[src/rtl/core/rcrls_pkg.sv]
package rcrls_pkg;

    localparam int CHANNELS   = 8;
    localparam int TIME_BITS  = 12;
    localparam int CHAN_BITS  = 3;
    localparam int REQ_BITS   = 3;
    localparam int COUNT_BITS = 4;

    localparam logic [TIME_BITS-1:0] RESET_THRESHOLD = TIME_BITS'(700);
    localparam logic [TIME_BITS-1:0] RESET_WAIT      = TIME_BITS'(1024);
    localparam logic [TIME_BITS-1:0] TIME_MAX        = {TIME_BITS{1'b1}};

    typedef enum logic [REQ_BITS-1:0] {
        REQ_TICK      = 3'd0,
        REQ_BEGIN_RD  = 3'd1,
        REQ_BEGIN_CAL = 3'd2,
        REQ_END_CAL   = 3'd3,
        REQ_LOAD_THR  = 3'd4
    } req_t;

    // per-transfer strobes and shared values broadcast to every lane
    typedef struct packed {
        logic                 sample;
        logic                 close;
        logic                 begin_rd;
        logic                 begin_cal;
        logic                 end_cal;
        logic                 calibrating;
        logic [TIME_BITS-1:0] tick;
        logic [TIME_BITS-1:0] wait_limit;
    } lane_ctrl_t;

endpackage

[src/rtl/core/rcrls_lane.sv]
module rcrls_lane (
    input  logic                                aclk,
    input  logic                                aresetn,
    input  rcrls_pkg::lane_ctrl_t               ctrl,
    input  logic                                pin_level,
    input  logic                                load_en,
    input  logic [rcrls_pkg::TIME_BITS-1:0]     load_value,
    output logic                                above_thr
);

    logic [rcrls_pkg::TIME_BITS-1:0] time_reg, time_next;
    logic                            seen_reg, seen_next;
    logic [rcrls_pkg::TIME_BITS-1:0] hi_reg, hi_next;
    logic [rcrls_pkg::TIME_BITS-1:0] lo_reg, lo_next;
    logic [rcrls_pkg::TIME_BITS-1:0] thr_reg, thr_next;

    logic                            hit;
    logic [rcrls_pkg::TIME_BITS-1:0] time_now;
    logic                            seen_now;
    logic [rcrls_pkg::TIME_BITS-1:0] final_time;
    logic [rcrls_pkg::TIME_BITS:0]   mid_sum;

    // a tick that samples also counts toward the window it closes
    assign hit        = ctrl.sample && !pin_level && !seen_reg;
    assign time_now   = hit ? ctrl.tick : time_reg;
    assign seen_now   = seen_reg | hit;
    assign final_time = seen_now ? time_now : ctrl.wait_limit;
    assign mid_sum    = {1'b0, hi_reg} + {1'b0, lo_reg};
    assign above_thr  = final_time > thr_reg;

    always_comb begin
        time_next = time_now;
        seen_next = seen_now;
        hi_next   = hi_reg;
        lo_next   = lo_reg;
        thr_next  = thr_reg;
        if (ctrl.close) begin
            time_next = final_time;
            if (ctrl.calibrating) begin
                if (final_time > hi_reg) begin
                    hi_next = final_time;
                end
                if (final_time < lo_reg) begin
                    lo_next = final_time;
                end
            end
        end
        if (ctrl.begin_rd) begin
            time_next = ctrl.wait_limit;
            seen_next = 1'b0;
        end
        if (ctrl.begin_cal) begin
            hi_next = '0;
            lo_next = ctrl.wait_limit;
        end
        if (ctrl.end_cal) begin
            thr_next = mid_sum[rcrls_pkg::TIME_BITS:1];
        end
        if (load_en) begin
            thr_next = load_value;
        end
    end

    always_ff @(posedge aclk) begin
        if (!aresetn) begin
            time_reg <= '0;
            seen_reg <= 1'b0;
            hi_reg   <= '0;
            lo_reg   <= rcrls_pkg::RESET_WAIT;
            thr_reg  <= rcrls_pkg::RESET_THRESHOLD;
        end else begin
            time_reg <= time_next;
            seen_reg <= seen_next;
            hi_reg   <= hi_next;
            lo_reg   <= lo_next;
            thr_reg  <= thr_next;
        end
    end

endmodule

[src/rtl/core/rcrls_merge.sv]
module rcrls_merge (
    input  logic                                 aclk,
    input  logic                                 aresetn,
    input  logic                                 close,
    input  logic [rcrls_pkg::CHANNELS-1:0]       hits,
    input  logic                                 m_ready,
    output logic                                 m_valid,
    output logic [rcrls_pkg::CHANNELS-1:0]       m_line_pattern,
    output logic [rcrls_pkg::COUNT_BITS-1:0]     m_high_count
);

    logic                                valid_reg;
    logic [rcrls_pkg::CHANNELS-1:0]      pattern_reg, pattern_next;
    logic [rcrls_pkg::COUNT_BITS-1:0]    count_reg, count_next;

    // channel 0 lands in the MSB
    always_comb begin
        count_next = '0;
        for (int k = 0; k < rcrls_pkg::CHANNELS; k++) begin
            pattern_next[rcrls_pkg::CHANNELS-1-k] = hits[k];
            count_next = count_next + rcrls_pkg::COUNT_BITS'(hits[k]);
        end
    end

    always_ff @(posedge aclk) begin
        if (!aresetn) begin
            valid_reg <= 1'b0;
        end else if (close) begin
            valid_reg <= 1'b1;
        end else if (m_ready) begin
            valid_reg <= 1'b0;
        end
    end

    always_ff @(posedge aclk) begin
        if (close) begin
            pattern_reg <= pattern_next;
            count_reg   <= count_next;
        end
    end

    assign m_valid        = valid_reg;
    assign m_line_pattern = pattern_reg;
    assign m_high_count   = count_reg;

endmodule

[src/rtl/core/rc_reflectance_line_sensor_unit.sv]
// Eight-channel RC-discharge reflectance front end. One request transfer is taken
// every cycle while the input is not stalled; a sample tick is worked by all channel
// lanes at once, and the tick that closes the window registers its line pattern and
// high-channel count in the output register. Input is stalled only while that output register
// holds a result that the sink has not taken. max_wait is written through the cfg
// channel, which is always ready; write it only while no reading is in progress.
module rc_reflectance_line_sensor_unit (
    input  logic                                 aclk,
    input  logic                                 aresetn,
    input  logic                                 cfg_wvalid,
    output logic                                 cfg_wready,
    input  logic [rcrls_pkg::TIME_BITS-1:0]      cfg_wdata,
    input  logic                                 s_valid,
    output logic                                 s_ready,
    input  logic [rcrls_pkg::REQ_BITS-1:0]       s_req_type,
    input  logic [rcrls_pkg::CHANNELS-1:0]       s_pin_levels,
    input  logic [rcrls_pkg::CHAN_BITS-1:0]      s_channel,
    input  logic [rcrls_pkg::TIME_BITS-1:0]      s_threshold_value,
    output logic                                 m_valid,
    input  logic                                 m_ready,
    output logic [rcrls_pkg::CHANNELS-1:0]       m_line_pattern,
    output logic [rcrls_pkg::COUNT_BITS-1:0]     m_high_count
);

    logic [rcrls_pkg::TIME_BITS-1:0] max_wait_reg;
    logic [rcrls_pkg::TIME_BITS-1:0] tick_reg, tick_next;
    logic                            measuring_reg, measuring_next;
    logic                            calibrating_reg, calibrating_next;

    logic                            xfer;
    logic                            tick_xfer;
    logic [rcrls_pkg::TIME_BITS-1:0] tick_inc;
    rcrls_pkg::lane_ctrl_t           ctrl;
    logic [rcrls_pkg::CHANNELS-1:0]  hits;

    assign cfg_wready = 1'b1;
    assign s_ready    = !m_valid || m_ready;
    assign xfer       = s_valid && s_ready;
    assign tick_xfer  = xfer && (s_req_type == rcrls_pkg::REQ_TICK) && measuring_reg;
    assign tick_inc   = (tick_reg == rcrls_pkg::TIME_MAX) ? tick_reg : tick_reg + 1'b1;

    always_comb begin
        ctrl             = '0;
        ctrl.tick        = tick_reg;
        ctrl.wait_limit  = max_wait_reg;
        ctrl.calibrating = calibrating_reg;
        ctrl.sample      = tick_xfer && (tick_reg < max_wait_reg);
        ctrl.close       = tick_xfer && (tick_inc >= max_wait_reg);
        ctrl.begin_rd    = xfer && (s_req_type == rcrls_pkg::REQ_BEGIN_RD);
        ctrl.begin_cal   = xfer && (s_req_type == rcrls_pkg::REQ_BEGIN_CAL);
        ctrl.end_cal     = xfer && (s_req_type == rcrls_pkg::REQ_END_CAL) && calibrating_reg;
    end

    always_comb begin
        tick_next        = tick_reg;
        measuring_next   = measuring_reg;
        calibrating_next = calibrating_reg;
        if (tick_xfer) begin
            tick_next = tick_inc;
        end
        if (ctrl.close) begin
            measuring_next = 1'b0;
        end
        if (ctrl.begin_rd) begin
            tick_next      = '0;
            measuring_next = 1'b1;
        end
        if (ctrl.begin_cal) begin
            calibrating_next = 1'b1;
        end
        if (ctrl.end_cal) begin
            calibrating_next = 1'b0;
        end
    end

    always_ff @(posedge aclk) begin
        if (!aresetn) begin
            max_wait_reg    <= rcrls_pkg::RESET_WAIT;
            tick_reg        <= '0;
            measuring_reg   <= 1'b0;
            calibrating_reg <= 1'b0;
        end else begin
            if (cfg_wvalid && cfg_wready) begin
                max_wait_reg <= cfg_wdata;
            end
            tick_reg        <= tick_next;
            measuring_reg   <= measuring_next;
            calibrating_reg <= calibrating_next;
        end
    end

    for (genvar k = 0; k < rcrls_pkg::CHANNELS; k++) begin : g_lane
        logic load_en;
        assign load_en = xfer && (s_req_type == rcrls_pkg::REQ_LOAD_THR)
                         && (int'(s_channel) == k);

        rcrls_lane u_lane (
            .aclk       (aclk),
            .aresetn    (aresetn),
            .ctrl       (ctrl),
            .pin_level  (s_pin_levels[k]),
            .load_en    (load_en),
            .load_value (s_threshold_value),
            .above_thr  (hits[k])
        );
    end

    rcrls_merge u_merge (
        .aclk           (aclk),
        .aresetn        (aresetn),
        .close          (ctrl.close),
        .hits           (hits),
        .m_ready        (m_ready),
        .m_valid        (m_valid),
        .m_line_pattern (m_line_pattern),
        .m_high_count   (m_high_count)
    );

    a_result_from_close: assert property (@(posedge aclk) disable iff (!aresetn)
        $rose(m_valid) |-> $past(s_valid && s_ready && measuring_reg
                                 && s_req_type == rcrls_pkg::REQ_TICK))
        else $error("result appeared without a window-closing tick");

    a_close_gives_result: assert property (@(posedge aclk) disable iff (!aresetn)
        ctrl.close |=> m_valid)
        else $error("window closed but no result registered");

    a_count_matches: assert property (@(posedge aclk) disable iff (!aresetn)
        m_valid |-> (m_high_count == rcrls_pkg::COUNT_BITS'($countones(m_line_pattern))))
        else $error("high count disagrees with pattern");

    a_close_ends_reading: assert property (@(posedge aclk) disable iff (!aresetn)
        (ctrl.close && !ctrl.begin_rd) |=> !measuring_reg)
        else $error("reading still active after window close");

endmodule

[config.mk]
export PLATFORM = sky130hd
export DESIGN_NAME = rc_reflectance_line_sensor_unit
export DESIGN_NICKNAME = d
export VERILOG_FILES = /design/src/rtl/core/rcrls_pkg.sv /design/src/rtl/core/rcrls_lane.sv /design/src/rtl/core/rcrls_merge.sv /design/src/rtl/core/rc_reflectance_line_sensor_unit.sv
export SDC_FILE = /design/constraint.sdc
export NUM_CORES = 2
export LEC_CHECK = 0
export ABC_AREA = 1
export ABC_CLOCK_PERIOD_IN_PS = 7800
export BUFFER_PORTS_ARGS = -buffer_cell sky130_fd_sc_hd__buf_2
export CAP_MARGIN = 0
export CORE_UTILIZATION = 40
export CTS_CLUSTER_SIZE = 25
export DETAILED_ROUTE_END_ITERATION = 6
export HOLD_SLACK_MARGIN = 0.05
export PLACE_DENSITY = 0.57
export REMOVE_ABC_BUFFERS = 1
export SYNTH_ARGS = -nofsm -noshare
export SYNTH_HDL_FRONTEND = slang
export SYNTH_HIERARCHICAL = 1
export SYNTH_SLANG_ARGS = --single-unit
[constraint.sdc]
create_clock -name aclk -period 7.8 [get_ports aclk]
set_clock_uncertainty 0.1 [all_clocks]
set_input_delay 1.17 -clock aclk [delete_from_list [all_inputs] [get_ports aclk]]
set_output_delay 1.17 -clock aclk [all_outputs]
set_load 0.01 [all_outputs]
### Word level (Yosys, flattened, before mapping)

Cells that the tools add are included.

* div/mod/pow operators: 0
* equal/unequal tests: 12
* reductions and logical operators: 93
* multiply operators: 0
* multiplexer cells: 85
* bitwise gates (word level): 9
* add/subtract/negate cells: 16
* shifts and indexed selects: 0
* order comparisons: 26

Operator list (count)
* 2-to-1 mux 12 bit: 81
* greater-than comparator 12 bit: 16
* < comparator 12 bit: 9
* adder 12 x 12 -> 13 bit: 8
* AND reduction 3 bit: 16
* nonzero test 2 bit: 20
* logical AND 1 bit: 34
* adder 4 x 1 -> 4 bit: 6
* zero test 1 bit: 17
* equality test 3 bit (second input constant): 5
* adder 12 x 1 -> 12 bit (second input constant): 1
* equality test 12 bit (second input constant): 1
* equality test 3 x 2 -> 1 bit (second input constant): 4
* >= comparator 12 bit: 1
* OR 1 bit: 8
* equality test 3 x 1 -> 1 bit (second input constant): 2
* zero test 3 bit: 2
* OR reduction 2 bit: 3
* 2-to-1 mux 1 bit: 4
* adder 1 x 1 -> 2 bit: 1
* logical OR 1 bit: 1
* NOT 1 bit: 1

* RAM bits: 0
* memories kept: 0
* register bits: 431
* bits in latches: 0
* input bits: 43
* bits in read-only memories: 0

### Longest topological paths before layout

* word-level depth: 18
* mapped depth: 29

### By module

Netlist, hierarchy kept.

Modules (own cells, without submodules)
* rcrls_lane (g_lane[3].u_lane ...): sequential area each 980.9 µm², area each 3716.1 µm², times used 3, cells each 546
* rcrls_lane (g_lane[6].u_lane ...): sequential area each 980.9 µm², area each 3657.3 µm², times used 2, cells each 545
* rcrls_lane (g_lane[2].u_lane): sequential area each 980.9 µm², area each 3711.1 µm², times used 1, cells each 545
* rcrls_lane (g_lane[0].u_lane): sequential area each 980.9 µm², area each 3707.3 µm², times used 1, cells each 542
* rcrls_lane (g_lane[1].u_lane): sequential area each 980.9 µm², area each 3699.8 µm², times used 1, cells each 543
* rc_reflectance_line_sensor_unit: sequential area each 520.5 µm², area each 1926.8 µm², times used 1, cells each 289
* rcrls_merge: sequential area each 380.4 µm², area each 591.8 µm², times used 1, cells each 43

### Least setup slack after synthesis

No wires, ideal clock.

* kind: input to register
* from: input s_valid
* to: register u_merge.count_reg (netlist bit u_merge/m_high_count[2]), data pin
* arrival time: 6.429 ns
* stages: 27
* path slack: 1.013 ns
* setup time: 0.258 ns
* buffers on the path: 2
* cell sequence: a21boi_2 > nand4_1 > clkbuf_1 > nor2_1 > o21a_1 > nand3_2 > buf_2 > nand2_1 > nand2_1 > nand2_1 > o21ai_0 > ha_1 > nand2_1 > nor2_1 > nand4_1 > a21oi_1 > nor2_1 > a21oi_1 > inv_1 > fa_1 > fa_1 > fa_1 > inv_1 > ha_1 > inv_1 > fa_1 > xnor2_1

RTL lines
* from (decl): line rc_reflectance_line_sensor_unit.sv:13 `input logic s_valid,`
* to (signal assigned): line rcrls_merge.sv:38 `count_reg <= count_next;`
* to (decl): line rcrls_merge.sv:14 `logic [rcrls_pkg::COUNT_BITS-1:0] count_reg, count_next;`

==> flow_metrics.env <==
export IMPL_fin_crit_sh=0.892
export IMPL_die_w_um=285
export IMPL_via_count=31018
export IMPL_drv_cap=0
export IMPL_cts_tree="done"
export IMPL_final_cells=5836
export IMPL_grt_overflow=0
export IMPL_drtIter0Drc=2688
export IMPL_crit_type="reg2reg"
export IMPL_post_cts_repair_setup_buffers=0
export IMPL_ys_seq_area_frac=0.273
export IMPL_relSlewSlack=0.366
export IMPL_clk_pin_slew_ps=60
export IMPL_setup_violations=0
export IMPL_htree_levels=2
export IMPL_synth_cells=4690
export IMPL_io_pins=58
export IMPL_die_h_um=285
export IMPL_p_comb_frac=0.153
export IMPL_synthArstFlopShare=0
export IMPL_max_stage_delay_ps=590
export IMPL_clkLatencyLatePin_ps=620
export IMPL_drc_errors=0
export IMPL_ant_nets=0
export IMPL_cp_required_ps=8050
export IMPL_cp_arrival_ps=7210
export IMPL_use_met3=0.0351
export IMPL_wl_per_cell_um=18.6
export IMPL_p_int_w=0.00415
export IMPL_pwr_share_clk=0.456
export IMPL_synth_top_cell_by_area="dfxtp_1"
export IMPL_power_share_switching=0.285
export IMPL_syn_avg_cell_area_um2=6.84
export IMPL_synth_top_area_share=0.261
export IMPL_crit_path_start_kind="register"
export IMPL_core_area_um2=79300
export IMPL_busiest_layer="met2"
export IMPL_track_usage=0.262
export IMPL_final_hold_viol_count=0
export IMPL_core_rowCount=103
export IMPL_dp_cells=5734
export IMPL_synth_edf_count=12
export IMPL_tightest_slew_ps=941
export IMPL_grt_start_max_net_pins=64
export IMPL_synth_flop_cell="dfxtp_1"
export IMPL_cts_sinks=431
export IMPL_p_leak_nw=17.2
export IMPL_vdd_drop_max_v=0.000182
export IMPL_seq_power_share=0.391
export IMPL_drive_above_1_share=0.0813
export IMPL_post_dp_hpwl_um=76900
export IMPL_portBuffers=56
export IMPL_cts_resized=0
export IMPL_min_path_type="reg2reg"
export IMPL_synth_most_common_cell="nand2_1"
export IMPL_nFillCells=8284
export IMPL_power_switching_w=0.00166
export IMPL_synthTopCellsByCount="1029 x nand2_1, 700 x inv_1, 481 x a21oi_1, 419 x dfxtp_1, 413 x o21ai_0"
export IMPL_ys_ff_latch=431
export IMPL_period_minus_slack_ps=6960
export IMPL_cts_made_buffers=54
export IMPL_grt_antenna_before_repair=9
export IMPL_final_util=0.448
export IMPL_postCtsHoldBufs=0
export IMPL_grt_pass1_wl_um=166000
export IMPL_grt_pass1_vias=28524
export IMPL_vias_per_cell=5.31
export IMPL_dr_pass1_iters=6
export IMPL_p_total_w=0.00581
export IMPL_ys_warn_count=6
export IMPL_synth_cell_type_count=55
export IMPL_critical_path_top_delay_family="adder cells"
export IMPL_finalSetupTns_ps=0
export IMPL_clockRootBuffer="clkbuf_16"
export IMPL_synth_area_leaders="dfxtp_1 26%, ha_1 15%, nand2_1 12%"
export IMPL_status="completed"
export IMPL_start_util=0.405
export IMPL_power_density_nw_per_um2=164
export IMPL_globalplace_congestion=0.904
export IMPL_grtUsageMet1=0.366
export IMPL_critPathMaxFanout=13
export IMPL_dieArea_um2=81400
export IMPL_rsz0062_at_grt="no"
export IMPL_netlist_area_um2=32100
export IMPL_cp_buffers_inverters=5
export IMPL_cts_path_max_buffers=3
export IMPL_slowest_stage="fa_1"
export IMPL_fmax_ghz=0.144
export IMPL_syn2layout_area_growth_pct=10.7
export IMPL_slew_viol_final=0
export IMPL_drt_total_wl_um=108000
export IMPL_met2_usage=0.408
export IMPL_finalNetCount=5190
export IMPL_crit_path_end_kind="register"
-- metrics by stage --
| step | hold slack, ps | worst slack [ps] | cell area (µm²) |
|---|---|---|---|
| after global routing | 386 | 495 | 35500 |
| after detailed placement | 357 | 493 | 33700 |
| final | 364 | 843 | 35500 |
| after global placement | 353 | 601 | 33700 |
| after floorplan | 336 | 869 | 31200 |
| after CTS | 366 | 906 | 35500 |
-- power by group through the flow --
stage	Clock (W)	Sequential, W	Combinational [W]
global route	0.00278	0.00227	0.000995
finish	0.00265	0.00227	0.000889
CTS	0.00271	0.00227	0.000879
floorplan	0	0.00232	0.000539
global placement	0	0.00232	0.000867
detailed placement	0	0.00232	0.000874
-- placed cells by master, fill, tap and decap left out, types with 16 or more instances in the layout --
cell type	instances
inv_2	28
o221ai_1	32
buf_4	108
xor2_1	45
a31oi_1	23
dfxtp_1	418
xnor2_1	17
o211ai_1	16
clkbuf_16	58
nand2_1	1029
nor3_1	24
buf_2	55
nand4_1	33
o21ai_2	16
o21ai_0	413
ha_1	395
o22ai_1	40
a211o_1	16
nand3_1	186
a22oi_1	16
a21oi_1	481
nand3_2	37
nor2_1	324
inv_1	699
o32ai_1	47
a221oi_1	17
-- cell type report --
class                   instances  area (µm²)  share of cell area
diodes                          3        7.51            0.000211
clock buffers                  79        1590              0.0447
clock inverters                20         250             0.00704
inverters                     736        2770              0.0778
multi-input cells            3353       19800               0.556
flip-flops and latches        431        8750               0.246
well taps                    1050        1310              0.0370
repair buffers                164        1100              0.0309
-- per-layer routing --
| layer | up-vias | routed length, µm |
|---|---|---|
| met5 | - | 20 |
| met4 | 4 | 4030 |
| met3 | 172 | 7050 |
| met2 | 863 | 46600 |
| met1 | 14230 | 50700 |
| li1 | 15749 | - |
-- cell families after synthesis --
family / synth area share
flops: 0.273
fa+ha+maj: 0.161
simple gates: 0.222
xor+xnor: 0.0169
buf+inv: 0.113
other cells: 0.000117
compound gates: 0.215
-- worst paths after layout --
path	from	to	slack, ps	depth (start not counted)
worst max-delay path	tick_reg[3]	u_merge/m_high_count[2]	840	28
worst min-delay path	g_lane[2].u_lane/thr_reg[11]	g_lane[2].u_lane/thr_reg[11]	360	2
worst max register to register	tick_reg[3]	u_merge/m_high_count[2]	840	28
worst min register to register	g_lane[2].u_lane/thr_reg[11]	g_lane[2].u_lane/thr_reg[11]	360	2
-- worst reg2reg max path: cells and delay by family, from the launching register on --
kind	cells	cell delay (ps)
and+or+nand+nor	8	950
AOI/OAI and AO/OA	7	1670
buffers and inverters	5	920
DFF	1	300
adders and majority gates	7	2610
xor gates and xnor gates	1	130
Power figures use the tool's default switching activity.
